### src/rtl/segment_sphere_occlusion_test_unit_macros.svh
// assertion macros for the segment/sphere occlusion unit
// used by ssot_mac and segment_sphere_occlusion_test_unit; no other dependencies
`ifndef SEGMENT_SPHERE_OCCLUSION_TEST_UNIT_MACROS_SVH
`define SEGMENT_SPHERE_OCCLUSION_TEST_UNIT_MACROS_SVH

// same-cycle implication, disabled while reset is asserted
`define SSOT_ASSERT_NOW(lbl, clk, rst_n, ante, cons, msg) \
    lbl: assert property (@(posedge clk) disable iff (!(rst_n)) (ante) |-> (cons)) \
        else $error(msg);

// next-cycle implication, disabled while reset is asserted
`define SSOT_ASSERT_NEXT(lbl, clk, rst_n, ante, cons, msg) \
    lbl: assert property (@(posedge clk) disable iff (!(rst_n)) (ante) |=> (cons)) \
        else $error(msg);

`endif

### src/rtl/ssot_pkg.sv
// shared types, widths, constants and the micro-op table of the occlusion unit
// no dependencies
package ssot_pkg;

    localparam int W   = 176;  // accumulator, signed
    localparam int XW  = 104;  // multiplicand operand, signed
    localparam int YW  = 72;   // multiplier magnitude
    localparam int PW  = 72;   // stored sums (dot products, r^2), signed
    localparam int VW  = 34;   // coordinate differences, signed
    localparam int RQW = 27;   // scaled radius
    localparam int SW  = 5;    // micro-op step index

    localparam logic [24:0] SIN5_SQ_Q32  = 25'd32625101;
    localparam logic [9:0]  RADIUS_SCALE = 10'd1010;

    localparam logic ACT_WRITE = 1'b0;
    localparam logic ACT_TEST  = 1'b1;

    localparam logic [SW-1:0] STEP_FIRST = 5'd0;
    localparam logic [SW-1:0] STEP_END   = 5'd7;
    localparam logic [SW-1:0] STEP_MID   = 5'd16;

    typedef enum logic [4:0] {
        SRC_RQ   = 5'd0,
        SRC_V0   = 5'd1,
        SRC_V1   = 5'd2,
        SRC_V2   = 5'd3,
        SRC_D0   = 5'd4,
        SRC_D1   = 5'd5,
        SRC_D2   = 5'd6,
        SRC_W0   = 5'd7,
        SRC_W1   = 5'd8,
        SRC_W2   = 5'd9,
        SRC_E0   = 5'd10,
        SRC_E1   = 5'd11,
        SRC_E2   = 5'd12,
        SRC_R2   = 5'd13,
        SRC_DD   = 5'd14,
        SRC_WW   = 5'd15,
        SRC_P    = 5'd16,
        SRC_P32  = 5'd17,
        SRC_T    = 5'd18,
        SRC_C    = 5'd19,
        SRC_SIN5 = 5'd20
    } t_src;

    typedef enum logic [1:0] {
        INIT_ZERO = 2'd0,
        INIT_ACC  = 2'd1,
        INIT_Q    = 2'd2
    } t_init;

    typedef enum logic [3:0] {
        DST_NONE = 4'd0,
        DST_R2   = 4'd1,
        DST_VD   = 4'd2,
        DST_DD   = 4'd3,
        DST_WW   = 4'd4,
        DST_P    = 4'd5,
        DST_T    = 4'd6,
        DST_Q    = 4'd7,
        DST_C    = 4'd8,
        DST_FIN  = 4'd9
    } t_dst;

    typedef struct packed {
        t_src  x;
        t_src  y;
        logic  neg;
        t_init init;
        t_dst  dst;
    } t_uop;

    function automatic t_uop mk(t_src x, t_src y, logic neg, t_init init, t_dst dst);
        t_uop u;
        u.x = x;
        u.y = y;
        u.neg = neg;
        u.init = init;
        u.dst = dst;
        return u;
    endfunction

    // one multiply-accumulate per step; DST_NONE chains into the next step
    function automatic t_uop uop_at(logic [SW-1:0] step);
        t_uop u;
        case (step)
            5'd0:  u = mk(SRC_RQ,   SRC_RQ, 1'b0, INIT_ZERO, DST_R2);
            5'd1:  u = mk(SRC_V0,   SRC_D0, 1'b0, INIT_ZERO, DST_NONE);
            5'd2:  u = mk(SRC_V1,   SRC_D1, 1'b0, INIT_ACC,  DST_NONE);
            5'd3:  u = mk(SRC_V2,   SRC_D2, 1'b0, INIT_ACC,  DST_VD);
            5'd4:  u = mk(SRC_D0,   SRC_D0, 1'b0, INIT_ZERO, DST_NONE);
            5'd5:  u = mk(SRC_D1,   SRC_D1, 1'b0, INIT_ACC,  DST_NONE);
            5'd6:  u = mk(SRC_D2,   SRC_D2, 1'b0, INIT_ACC,  DST_DD);
            5'd7:  u = mk(SRC_W0,   SRC_W0, 1'b0, INIT_ZERO, DST_NONE);
            5'd8:  u = mk(SRC_W1,   SRC_W1, 1'b0, INIT_ACC,  DST_NONE);
            5'd9:  u = mk(SRC_W2,   SRC_W2, 1'b0, INIT_ACC,  DST_WW);
            5'd10: u = mk(SRC_E0,   SRC_W0, 1'b0, INIT_ZERO, DST_NONE);
            5'd11: u = mk(SRC_E1,   SRC_W1, 1'b0, INIT_ACC,  DST_NONE);
            5'd12: u = mk(SRC_E2,   SRC_W2, 1'b0, INIT_ACC,  DST_P);
            5'd13: u = mk(SRC_SIN5, SRC_DD, 1'b0, INIT_ZERO, DST_T);
            5'd14: u = mk(SRC_P32,  SRC_P,  1'b0, INIT_ZERO, DST_NONE);
            5'd15: u = mk(SRC_T,    SRC_WW, 1'b1, INIT_ACC,  DST_FIN);
            5'd16: u = mk(SRC_R2,   SRC_DD, 1'b1, INIT_ZERO, DST_Q);
            5'd17: u = mk(SRC_V1,   SRC_D2, 1'b0, INIT_ZERO, DST_NONE);
            5'd18: u = mk(SRC_V2,   SRC_D1, 1'b1, INIT_ACC,  DST_C);
            5'd19: u = mk(SRC_C,    SRC_C,  1'b0, INIT_Q,    DST_Q);
            5'd20: u = mk(SRC_V2,   SRC_D0, 1'b0, INIT_ZERO, DST_NONE);
            5'd21: u = mk(SRC_V0,   SRC_D2, 1'b1, INIT_ACC,  DST_C);
            5'd22: u = mk(SRC_C,    SRC_C,  1'b0, INIT_Q,    DST_Q);
            5'd23: u = mk(SRC_V0,   SRC_D1, 1'b0, INIT_ZERO, DST_NONE);
            5'd24: u = mk(SRC_V1,   SRC_D0, 1'b1, INIT_ACC,  DST_C);
            5'd25: u = mk(SRC_C,    SRC_C,  1'b0, INIT_Q,    DST_FIN);
            default: u = mk(SRC_RQ, SRC_RQ, 1'b0, INIT_ZERO, DST_FIN);
        endcase
        return u;
    endfunction

endpackage

### src/rtl/ssot_mac.sv
// shift-add multiply-accumulate unit: acc = init +/- x*y, one multiplier bit per cycle
// depends on ssot_pkg and segment_sphere_occlusion_test_unit_macros.svh
`include "segment_sphere_occlusion_test_unit_macros.svh"

module ssot_mac (
    input  logic                            i_clk,
    input  logic                            i_rst_n,
    input  logic                            i_start,
    input  logic signed [ssot_pkg::XW-1:0]  i_x,
    input  logic signed [ssot_pkg::XW-1:0]  i_y,
    input  logic                            i_neg,
    input  logic signed [ssot_pkg::W-1:0]   i_init,
    output logic                            o_busy,
    output logic signed [ssot_pkg::W-1:0]   o_acc
);
    localparam int W  = ssot_pkg::W;
    localparam int XW = ssot_pkg::XW;
    localparam int YW = ssot_pkg::YW;

    logic                 r_busy;
    logic                 r_sub;
    logic signed [W-1:0]  r_acc;
    logic [W-1:0]         r_mcand;
    logic [YW-1:0]        r_mplier;
    logic [XW-1:0]        x_mag;
    logic [XW-1:0]        y_mag;

    assign x_mag = i_x[XW-1] ? XW'(-i_x) : XW'(i_x);
    assign y_mag = i_y[XW-1] ? XW'(-i_y) : XW'(i_y);

    always_ff @(posedge i_clk) begin
        if (!i_rst_n) begin
            r_busy <= 1'b0;
        end else if (i_start) begin
            r_busy <= 1'b1;
        end else if (r_busy) begin
            r_busy <= |r_mplier[YW-1:1];
        end
    end

    always_ff @(posedge i_clk) begin
        if (i_start) begin
            r_acc    <= i_init;
            r_mcand  <= W'(x_mag);
            r_mplier <= y_mag[YW-1:0];
            r_sub    <= i_x[XW-1] ^ i_y[XW-1] ^ i_neg;
        end else if (r_busy) begin
            if (r_mplier[0]) begin
                r_acc <= r_sub ? r_acc - $signed(r_mcand) : r_acc + $signed(r_mcand);
            end
            r_mcand  <= r_mcand << 1;
            r_mplier <= r_mplier >> 1;
        end
    end

    assign o_busy = r_busy;
    assign o_acc  = r_acc;

    `SSOT_ASSERT_NOW(a_start_when_free, i_clk, i_rst_n, i_start, !r_busy, "mac started while busy")
    `SSOT_ASSERT_NEXT(a_busy_after_start, i_clk, i_rst_n, i_start, r_busy, "mac not busy after start")

endmodule

### config.mk
export PLATFORM = sky130hd
export DESIGN_NAME = ssot_mac
export DESIGN_NICKNAME = d
export VERILOG_FILES = /design/src/rtl/ssot_pkg.sv /design/src/rtl/ssot_mac.sv
export VERILOG_INCLUDE_DIRS = /design/src /design/src/rtl
export SDC_FILE = /design/constraint.sdc
export NUM_CORES = 1
export LEC_CHECK = 0
export ABC_CLOCK_PERIOD_IN_PS = 16600
export BUFFER_PORTS_ARGS = -buffer_cell sky130_fd_sc_hd__buf_2
export CELL_PAD_IN_SITES_DETAIL_PLACEMENT = 1
export CELL_PAD_IN_SITES_GLOBAL_PLACEMENT = 2
export CORE_MARGIN = 2
export CORE_UTILIZATION = 37
export CTS_CLUSTER_SIZE = 24
export DETAILED_ROUTE_END_ITERATION = 7
export PLACE_DENSITY_LB_ADDON = 0.1
export SLEW_MARGIN = 20
export SYNTH_ARGS = -nofsm -noshare
export SYNTH_HDL_FRONTEND = slang
export SYNTH_SLANG_ARGS = --single-unit
### constraint.sdc
create_clock -name i_clk -period 16.6 [get_ports i_clk]
set_input_delay 2.49 -clock i_clk [delete_from_list [all_inputs] [get_ports i_clk]]
set_output_delay 2.49 -clock i_clk [all_outputs]
set_load 0.005 [all_outputs]
Word-level counts from Yosys, hierarchy flattened
Index checks and enable logic that the tools add are counted.

Output and inout port bits: 177. Input bits: 388. Register bits after elaboration: 426.

Add/subtract/negate cells: 4. Bitwise gates (word level): 2. Reductions and logical operators: 4. Mux-type cells: 12.

Operators by type and width (number): 176-bit two-way mux (4); 104-bit two-way mux (3); 72-bit two-way mux (3); 176-bit adder (1); 176-bit subtractor (1); 104-bit negator (1); 72-bit negator (1); 71-bit OR reduction (1); 2-bit nonzero test (2); 1-bit two-way mux (2); 2-bit AND reduction (1); 1-bit bitwise XOR (2).

Logic depth before layout (Yosys ltp)
Gate-level depths: netlist (run 1).

Depth after elaboration: 5. Gate-level depth with buffers: 30. Gate-level depth less buffers: 28.

Least setup slack after synthesis (run 1)
No wires, ideal clock.

Path type: input -> register. From: input port i_start. To: register r_acc[0], in the netlist o_acc[0] (enable). Path slack: 9.182 ns. Data required time: 16.065 ns. Cell stages on the path: 4. Setup time: 0.535 ns. Data arrival time: 6.883 ns. Cells stage by stage: clkbuf_1 clkbuf_1 clkbuf_1 a21o_1.

Word-level cells in the longest chain between the ends: 2. Elaborated cells on any way between the ends: 3. Those cells by class: reduce/logical (3).

Ends and longest elaborated chain: from (decl) (line ssot_mac.sv:8) `input logic i_start,`; 2-bit nonzero test (no source line); 2-bit AND reduction (no source line) (*); to (signal assigned) (line ssot_mac.sv:43) `r_acc <= i_init;`; to (signal assigned) (line ssot_mac.sv:49) `r_acc <= r_sub ? r_acc - $signed(r_mcand) : r_acc + $signed(r_mcand);`; to (decl) (line ssot_mac.sv:22) `logic signed [W-1:0] r_acc;`.

Every way passes the cells marked *; elsewhere a longest branch is shown, timed or not. A chain may end at the register's enable or synchronous reset.

Worst setup path after layout (run 1)
From: register r_mcand[8]. To: register r_acc[169], in the netlist o_acc[169] (data pin).

Word-level cells in the longest chain between the ends: 5. Elaborated cells on any way between the ends: 6. Those cells by class: add/sub (2); mux (4).

Ends and longest elaborated chain: from (decl) (line ssot_mac.sv:23) `logic [W-1:0] r_mcand;`; from (signal assigned) (line ssot_mac.sv:44) `r_mcand <= W'(x_mag);`; from (signal assigned) (line ssot_mac.sv:51) `r_mcand <= r_mcand << 1;`; 176-bit adder / 176-bit subtractor (equally long branches) (line ssot_mac.sv:49); 176-bit two-way mux (*) (line ssot_mac.sv:49); 176-bit two-way mux (*) (line ssot_mac.sv:48) `if (r_mplier[0]) begin`; 176-bit two-way mux (*) (line ssot_mac.sv:47) `end else if (r_busy) begin`; 176-bit two-way mux (*) (line ssot_mac.sv:42) `if (i_start) begin`.

Every way passes the cells marked *; elsewhere a longest branch is shown, timed or not. The select of a mux whose other input is x is not followed.

==> results of run 1 <==
[layout by cell type, fill, tap and decap left out, types with 12 or more instances in the layout]
cell type,synthesis,layout
and2_1,16,16
a41oi_1,12,12
nor3_1,133,132
xor2_1,229,229
buf_4,0,33
nor2_1,554,554
nor4_1,73,71
a31oi_1,53,53
or3_1,63,63
clkbuf_16,0,58
buf_2,1,531
mux2i_1,78,78
a21o_1,81,80
xnor2_1,289,289
or2_2,16,15
nand4_1,108,108
o21a_1,34,34
nand2_1,490,490
mux2_2,34,34
a21oi_1,538,538
nor2b_1,13,13
o21bai_1,48,48
inv_1,93,93
or4_1,37,37
and3_1,20,20
nand2b_1,24,24
edfxtp_1,353,353
ha_1,178,178
o21ai_0,403,403
o31ai_1,69,69
o41ai_1,29,28
nand3_1,57,57
dfxtp_1,73,72
a21boi_0,15,15
[power breakdown]
group          total [mW]  internal, mW  leakage (nW)  switching [mW]
sequential           1.68          1.46          4.10           0.226
clock                1.31         0.757         0.931           0.554
combinational        3.55          1.24          11.5            2.31
[final cells by class]
type,instances,area [um2],area share
flip-flops and latches,426,12100,0.285
inverters,93,349,0.00823
multi-input cells,3804,23500,0.553
well taps,1287,1610,0.0380
diodes,7,17.5,0.000413
clock buffers,74,1560,0.0368
repair buffers,567,2960,0.0698
clock inverters,28,375,0.00885
[metrics by stage]
step	utilization	worst slack [ns]
global route	0.431	6.73
floorplan	-	9.18
global placement	0.411	7.33
finish	0.431	7.27
CTS	0.430	7.33
detailed placement	0.411	7.37
[registers in the layout, summed over array words and instances, names as in the netlist]
register  cells
r_mcand     176
r_mplier     72
r_sub         1
o_busy        1
o_acc       176
[layer usage]
metal	global-route usage	up-vias
li1	-	17400
met1	0.404	17900
met2	0.487	986
met3	0.0427	152
met4	0.0626	14
met5	0.0142	-
[Yosys cell counts, drive strengths merged, types with 78 or more instances]
master / count / area (um2)
a21o: 81 / 608
mux2i: 78 / 781
xor2: 229 / 2010
edfxtp: 353 / 10600
a21oi: 538 / 2690
clkbuf: 207 / 777
nand2: 490 / 1840
xnor2: 289 / 2530
nor3: 133 / 666
inv: 93 / 349
o21ai: 404 / 2020
ha: 178 / 2230
nor2: 554 / 2080
nand4: 108 / 676
[worst paths after layout]
| check | start | to | cells past startpoint |
|---|---|---|---|
| worst max register to register | r_mcand[8]$_DFFE_PP_ | o_acc[169]$_DFFE_PP_ | 24 |
| worst min-delay path | r_mcand[175]$_SDFFE_PP0P_ | r_mcand[175]$_SDFFE_PP0P_ | 2 |
| worst max-delay path | r_mcand[8]$_DFFE_PP_ | o_acc[169]$_DFFE_PP_ | 24 |
| worst min register to register | r_mcand[175]$_SDFFE_PP0P_ | r_mcand[175]$_SDFFE_PP0P_ | 2 |
[worst min-delay path: cells and delay by family (launching register included)]
family	cells	cell delay, ns
flip-flops	1	0.34
multiplexers	1	0.07
AND/OR/NAND/NOR	1	0.08
[cells by family after synthesis]
kind of cell    count (synthesis)  synth area share
mux                           112            0.0317
compound gates               1358             0.216
simple gates                 1637             0.205
buf+inv                       326            0.0334
fa+ha+maj                     179            0.0612
xor+xnor                      518             0.124
flops                         426             0.329
==> results.toml, run 1 <==
[power_and_ir_drop]
ir_worst_vdd_uv = 72.4
p_leak_nw = 16.5
p_per_area_mw_per_mm2 = 154
total_power_mw = 6.54

[global_routing]
first_global_vias = 36500
grt_first_pass_wirelength_um = 230000
antenna_found_initial = 13
grt_max_degree = 208
grt_util_all_layers = 0.294
gr-total-overflow = 0

[timing]
fin_setup_tns_ns = 0
hold_slack_ns = 0.527
finalHoldViolations = 0
period_share = 0.562
tightest_slew_ns = 1.07
fin_crit_ns = 9.33
slew_violations = 0
rsz0062_at_grt = "no"
fmax_mhz = 107
setup_viol = 0
skew_ns = 0.0381
maxSlewHeadroom = 0.279

[worst_setup_path]
critical_path.top_delay_family = "simple AND/OR/NAND/NOR gates"
slowest_stage = "o21ai_0"
required_ns = 17.01
arrival_ns = 9.74
worst-path-buf-inv = 2
max_stage_delay_ns = 0.87
path_cells = "or4_1, nor4_1, nand3_1, nor3_1, buf_4, nand3_1, nor4_1, buf_4, and2_1, and3_1, a31oi_1, xnor2_1, ha_1, nand4_1, or3_1, or3_1, nor4_1, a41oi_1, o21ai_0, a21oi_1, o21ai_0, a31oi_1, xor2_1, o21ai_0"
crit_fanout = 8
worst_setup_path_end_kind = "register"
cp-start-kind = "register"
crit_type = "reg -> reg"
reg2reg_slack_ns = 7.27

[clocking]
numClockSinks = 426
postCtsHoldBufs = 0
clk_root_buffer_cell = "clkbuf_16"
postCtsSetupBuffers = 0
clockBufferDepth = 3
ctsResizeCount = 0
cts_buffers = 55
cts_htree_levels = 2
cts.reportedPaths.clkPinSlew_ns = 0.06
tritoncts = "built"
clock_latency_ns = 0.70

[placement]
dpl_cell_area_mm2 = 0.0404
dp.final_hpwl_um = 124000
placedCellCount = 6177
port_buffers = 533
gp_congestion = 0.921

[layout]
drive_gt1_frac = 0.146
finalInstanceArea_mm2 = 0.0424
nNetsFinal = 5514
stdcell_count = 6286
area_growth_pct = 15.5
fillCellCount = 12000

[floorplanning]
core_mm2 = 0.0984
die_x_um = 319
pin_count = 565
die_area_mm2 = 0.102
die_h_um = 319
initial_core_util = 0.373
rows = 115

[drt]
ant_nets = 0
via_per_inst = 5.80
dr.pass1.iters = 6
vias = 36400
first_iter_violations = 2817
wl_met2_um = 72200
routed.top_layer = "met5"
wl_per_cell_um = 24.6
m1WireLength_um = 69900
wl_met3_um = 9220
wl_um = 154000
drc = 0

[synth]
yosys_warnings = 0
syn_area_mm2 = 0.0367
yosys.cell_types.count = 72
syn_inst = 4556
synth_seq_cells = 426
synth.avg_cell_area_um2 = 8.06
ys_seq_area_frac = 0.329
synth-edff-count = 353
synthesis.nets = 5123
async_reset_ff_frac = 0
ys.flop_type = "edfxtp_1"

[flow_run]
drv_cap = 0

[outcome]
status = "finished clean"

[min_path]
hold_path_class = "reg -> reg"
No activity file was read; power rests on OpenSTA's default activity.
==> run 2, diff against run 1 <==
- ABC_CLOCK_PERIOD_IN_PS: 16600 -> 7600
- CORE_UTILIZATION: 37 -> 31
- clock period: 16.6 -> 7.6 ns (I/O delays scaled with it)
==> run 2 against run 1 <==
Global-route usage shrank 3.3 points; sequential share of layout area fell by 1.5 points; non-clock buffer count up 277; final cell count rose by 8.3%; critical path type unchanged.
==> results.toml, run 2 (synthesized netlist as in run 1, its figures left out) <==
[floorplanning]
core_mm2 = 0.118
die_h_um = 348
die_area_mm2 = 0.121
initial_core_util = 0.312
die_x_um = 348
pin_count = 565
rows = 126

[drt]
drc = 0
ant_nets = 0
first_iter_violations = 2415
vias = 37200
via_per_inst = 5.47
wl_per_cell_um = 24.0
wl_um = 163000
dr.pass1.iters = 6

[worst_setup_path]
worst_setup_path_end_kind = "register"
required_ns = 7.99
cp-start-kind = "register"
arrival_ns = 7.61
crit_type = "reg -> reg"
crit_fanout = 6

[timing]
fin_setup_tns_ns = 0
worst_slack_ns = 0.377
hold_slack_ns = 0.519
rsz0062_at_grt = "no"
slew_violations = 0
maxSlewHeadroom = 0.247
fmax_mhz = 138
fin_crit_ns = 7.22
finalHoldViolations = 0
tightest_slew_ns = 1.11
skew_ns = 0.0256
setup_viol = 0
period_share = 0.950

[global_routing]
gr-total-overflow = 0
grt_first_pass_wirelength_um = 242000
first_global_vias = 37700
grt_util_all_layers = 0.261
antenna_found_initial = 13
grt_max_degree = 142

[layout]
nNetsFinal = 5791
drive_gt1_frac = 0.192
stdcell_count = 6807
layout_commonest_cell = "nor2_1"
area_growth_pct = 21.9
fillCellCount = 14300
layout_common_cells = "nor2_1, a21oi_1, buf_2"

[clocking]
cts_htree_levels = 2
tritoncts = "built"
cts_buffers = 55
clock_latency_ns = 0.68
clk_root_buffer_cell = "clkbuf_16"
clockBufferDepth = 3
cts.reportedPaths.clkPinSlew_ns = 0.06
numClockSinks = 426

[placement]
placedCellCount = 6701
port_buffers = 533
dp.final_hpwl_um = 134000
gp_congestion = 0.934
pre_cts_ws_ns = 0.0170

[power_and_ir_drop]
power.switching_mw = 6.93
p_sw_frac = 0.466
clkPwrFrac = 0.175
total_power_mw = 14.9
p_int_mw = 7.94
ir_worst_vdd_uv = 172
power_frac_comb = 0.577
p_per_area_mw_per_mm2 = 332
p_leak_nw = 17.8
seq_power_share = 0.249

[outcome]
status = "finished clean"

[min_path]
hold_path_class = "reg -> reg"

[flow_run]
drv_cap = 0
## run 2: cell count changes in the layout (fill, tap and decap cells not counted), sizes merged
cell      delta
bufinv       -2
clkinv       +5
buf        +277
clkbuf       -8
clkinvlp     +1
diode        -1
## run 2: power by group through the flow
stage          clock, mW  combinational, mW  sequential, mW
2_1_floorplan          0               4.91            3.50
3_3_place_gp           0               8.44            3.75
3_5_place_dp           0               8.46            3.75
4_1_cts             2.67               8.52            3.70
5_1_grt             2.75               9.38            3.74
6_report            2.60               8.57            3.70
## run 2: final cells by class
type                            count  area (um2)  area share
Clock inverter                     32         297     0.00663
Multi-Input combinational cell   3804       23600       0.527
Timing Repair Buffer              844        5080       0.114
Antenna cell                        6        15.0    0.000336
Sequential cell                   426       12100       0.270
Inverter                           93         349     0.00781
Clock buffer                       66        1420      0.0317
Tap cell                         1536        1920      0.0430
## run 2: repair_timing
action | 4_1_cts | 5_1_grt
resized for setup | 2 | 24
hold buffers | 0 | 0
setup endpoints to repair | 3 | 40
buffers inserted | 0 | 2
pin swaps | 0 | 3
## run 2: final timing paths
check / cells past startpoint / startpoint / slack [ns] / end
worst max register to register: 24 / r_mcand[11]$_DFFE_PP_ / 0.38 / o_acc[96]$_DFFE_PP_
worst min register to register: 2 / r_mcand[175]$_SDFFE_PP0P_ / 0.52 / r_mcand[175]$_SDFFE_PP0P_
worst min-delay path: 2 / r_mcand[175]$_SDFFE_PP0P_ / 0.52 / r_mcand[175]$_SDFFE_PP0P_
worst max-delay path: 24 / r_mcand[11]$_DFFE_PP_ / 0.38 / o_acc[96]$_DFFE_PP_
## run 2: layer usage
layer	share of wire	track usage	vias to the layer above
li1	-	-	18000
met1	0.47	0.364	18300
met2	0.46	0.431	805
met3	0.046	0.0303	136
met4	0.019	0.0590	12
met5	0.00040	0	-
## run 2: critical path, stage by stage (launching register included)
cell      delay, ns
edfxtp_1       0.42
or4_1          0.61
nor4_2         0.19
buf_4          0.18
and2_1         0.17
nand2_1        0.07
nor2_1         0.21
nand2_1        0.14
buf_4          0.16
nor3_1         0.33
a21oi_1        0.15
xnor2_1        0.15
ha_1           0.41
nand4_1        0.14
or2_2          0.34
o21ai_0        0.28
a221oi_1       0.13
o31a_1         0.20
o41ai_1        0.92
a311oi_1       0.36
o31a_1         0.38
o21ai_0        0.56
a31oi_1        0.20
xor2_1         0.16
o21ai_0        0.08
## run 2: per-stage QoR
step	utilization	instance area, um2
2_1_floorplan	-	36700
3_3_place_gp	0.364	42800
6_report	0.380	44700
5_1_grt	0.380	44700
3_5_place_dp	0.364	42800
4_1_cts	0.378	44600
==> run 3, diff against run 2 <==
- CELL_PAD_IN_SITES_DETAIL_PLACEMENT: 1 -> 0
- CELL_PAD_IN_SITES_GLOBAL_PLACEMENT: 2 -> 1
- CORE_UTILIZATION: 31 -> 39
==> run 3 against run 2 <==
Flip-flop and latch count unchanged; worst hold slack improved by 0.012 ns; critical path type unchanged; core utilization grew 8.4 points; critical endpoint is now o_acc[171]$_DFFE_PP_; via count down 1.4%; largest power group unchanged; sequential share of layout area up 0.87 points; highest routed layer unchanged; global-route usage is 3.5 points higher; sequential power about the same.
==> results.toml, run 3 (synthesized netlist as in run 1, its figures left out) <==
[outcome]
status = "finished clean"

[timing]
setup_viol = 0
skew_ns = 0.0375
slew_violations = 0
maxSlewHeadroom = 0.269
period_share = 0.949
worst_slack_ns = 0.386
tightest_slew_ns = 1.10
hold_slack_ns = 0.531
fmax_mhz = 139
fin_setup_tns_ns = 0
finalHoldViolations = 0
fin_crit_ns = 7.21

[drt]
first_iter_violations = 3074
wl_um = 149000
via_per_inst = 5.75
drc = 0
ant_nets = 0
vias = 36700
dr.pass1.iters = 5
wl_per_cell_um = 23.3

[power_and_ir_drop]
p_leak_nw = 17.1
power_frac_comb = 0.566
seq_power_share = 0.256
power.switching_mw = 6.70
p_per_area_mw_per_mm2 = 331
p_int_mw = 7.63
p_sw_frac = 0.467
total_power_mw = 14.3
clkPwrFrac = 0.178
ir_worst_vdd_uv = 171

[clocking]
clockBufferDepth = 3
cts_buffers = 52
cts.reportedPaths.clkPinSlew_ns = 0.06
tritoncts = "built"
cts_htree_levels = 2
numClockSinks = 426
clk_root_buffer_cell = "clkbuf_16"
clock_latency_ns = 0.68

[worst_setup_path]
worst_setup_path_end_kind = "register"
arrival_ns = 7.62
cp-start-kind = "register"
slowest_stage = "or4b_2"
max_stage_delay_ns = 0.75
crit_type = "reg -> reg"
required_ns = 8.01
crit_fanout = 7

[floorplanning]
rows = 112
pin_count = 565
core_mm2 = 0.0933
die_area_mm2 = 0.0966
initial_core_util = 0.393
die_h_um = 311
die_x_um = 311

[layout]
nNetsFinal = 5655
fillCellCount = 9666
layout_common_cells = "nor2_1, a21oi_1, buf_2"
finalInstanceArea_mm2 = 0.0433
layout_commonest_cell = "nor2_1"
area_growth_pct = 18.0
stdcell_count = 6387
drive_gt1_frac = 0.171
fin_util = 0.464

[placement]
gp_congestion = 0.967
pre_cts_ws_ns = -0.149
placedCellCount = 6287
dpl_cell_area_mm2 = 0.0415
port_buffers = 533
dp.final_hpwl_um = 121000

[global_routing]
grt_max_degree = 216
antenna_found_initial = 17
grt_util_all_layers = 0.296
first_global_vias = 35300
grt_first_pass_wirelength_um = 221000
gr-total-overflow = 0

[flow_run]
drv_cap = 0

[min_path]
hold_path_class = "reg -> reg"
## run 3: path summary, 6_finish.rpt
path / startpoint / endpoint / cells after the start / slack (ns)
max: r_mcand[11]$_DFFE_PP_ / o_acc[171]$_DFFE_PP_ / 28 / 0.39
min reg2reg: r_mcand[175]$_SDFFE_PP0P_ / r_mcand[175]$_SDFFE_PP0P_ / 2 / 0.53
min: r_mcand[175]$_SDFFE_PP0P_ / r_mcand[175]$_SDFFE_PP0P_ / 2 / 0.53
max reg2reg: r_mcand[11]$_DFFE_PP_ / o_acc[171]$_DFFE_PP_ / 28 / 0.39
## run 3: critical path, delay by kind of cell, from the launching register on
| kind | cells | cell delay, ns |
|---|---|---|
| AOI/OAI and AO/OA | 6 | 1.16 |
| xor gates and xnor gates | 2 | 0.41 |
| adders and majority gates | 1 | 0.41 |
| buffers and inverters | 4 | 0.60 |
| DFF | 1 | 0.42 |
| and+or+nand+nor | 15 | 3.92 |
## run 3: final cells by class
cell class | count | area, um2 | area share
antenna | 2 | 5.00 | 0.000116
clock buffer | 72 | 1440 | 0.0332
clock inverter | 25 | 250 | 0.00578
inverter | 93 | 349 | 0.00806
multi-input combinational | 3804 | 23600 | 0.544
sequential | 426 | 12100 | 0.279
tap | 1254 | 1570 | 0.0362
timing repair buffer | 711 | 4080 | 0.0942
## run 3: power by group through the flow
stage	Combinational (mW)	Sequential, mW	Clock (mW)
2_1_floorplan	4.91	3.50	0
3_3_place_gp	7.99	3.72	0
3_5_place_dp	7.95	3.71	0
4_1_cts	8.01	3.67	2.61
5_1_grt	8.81	3.70	2.68
6_report	8.11	3.67	2.55
## run 3: timing repair
item | 4_1_cts | 5_1_grt
gates resized for setup | 2 | 27
hold buffers | 0 | 0
setup buffers | 0 | 1
setup endpoints to repair | 9 | 46
## run 3: per-layer routing
layer  vias to the layer above  track usage  wire length [um]
met5                         -            0               106
met4                        16       0.0579              2920
met3                       161       0.0513              9690
met2                      1141        0.485             68600
met1                     17600        0.410             67700
li1                      17700            -                 -
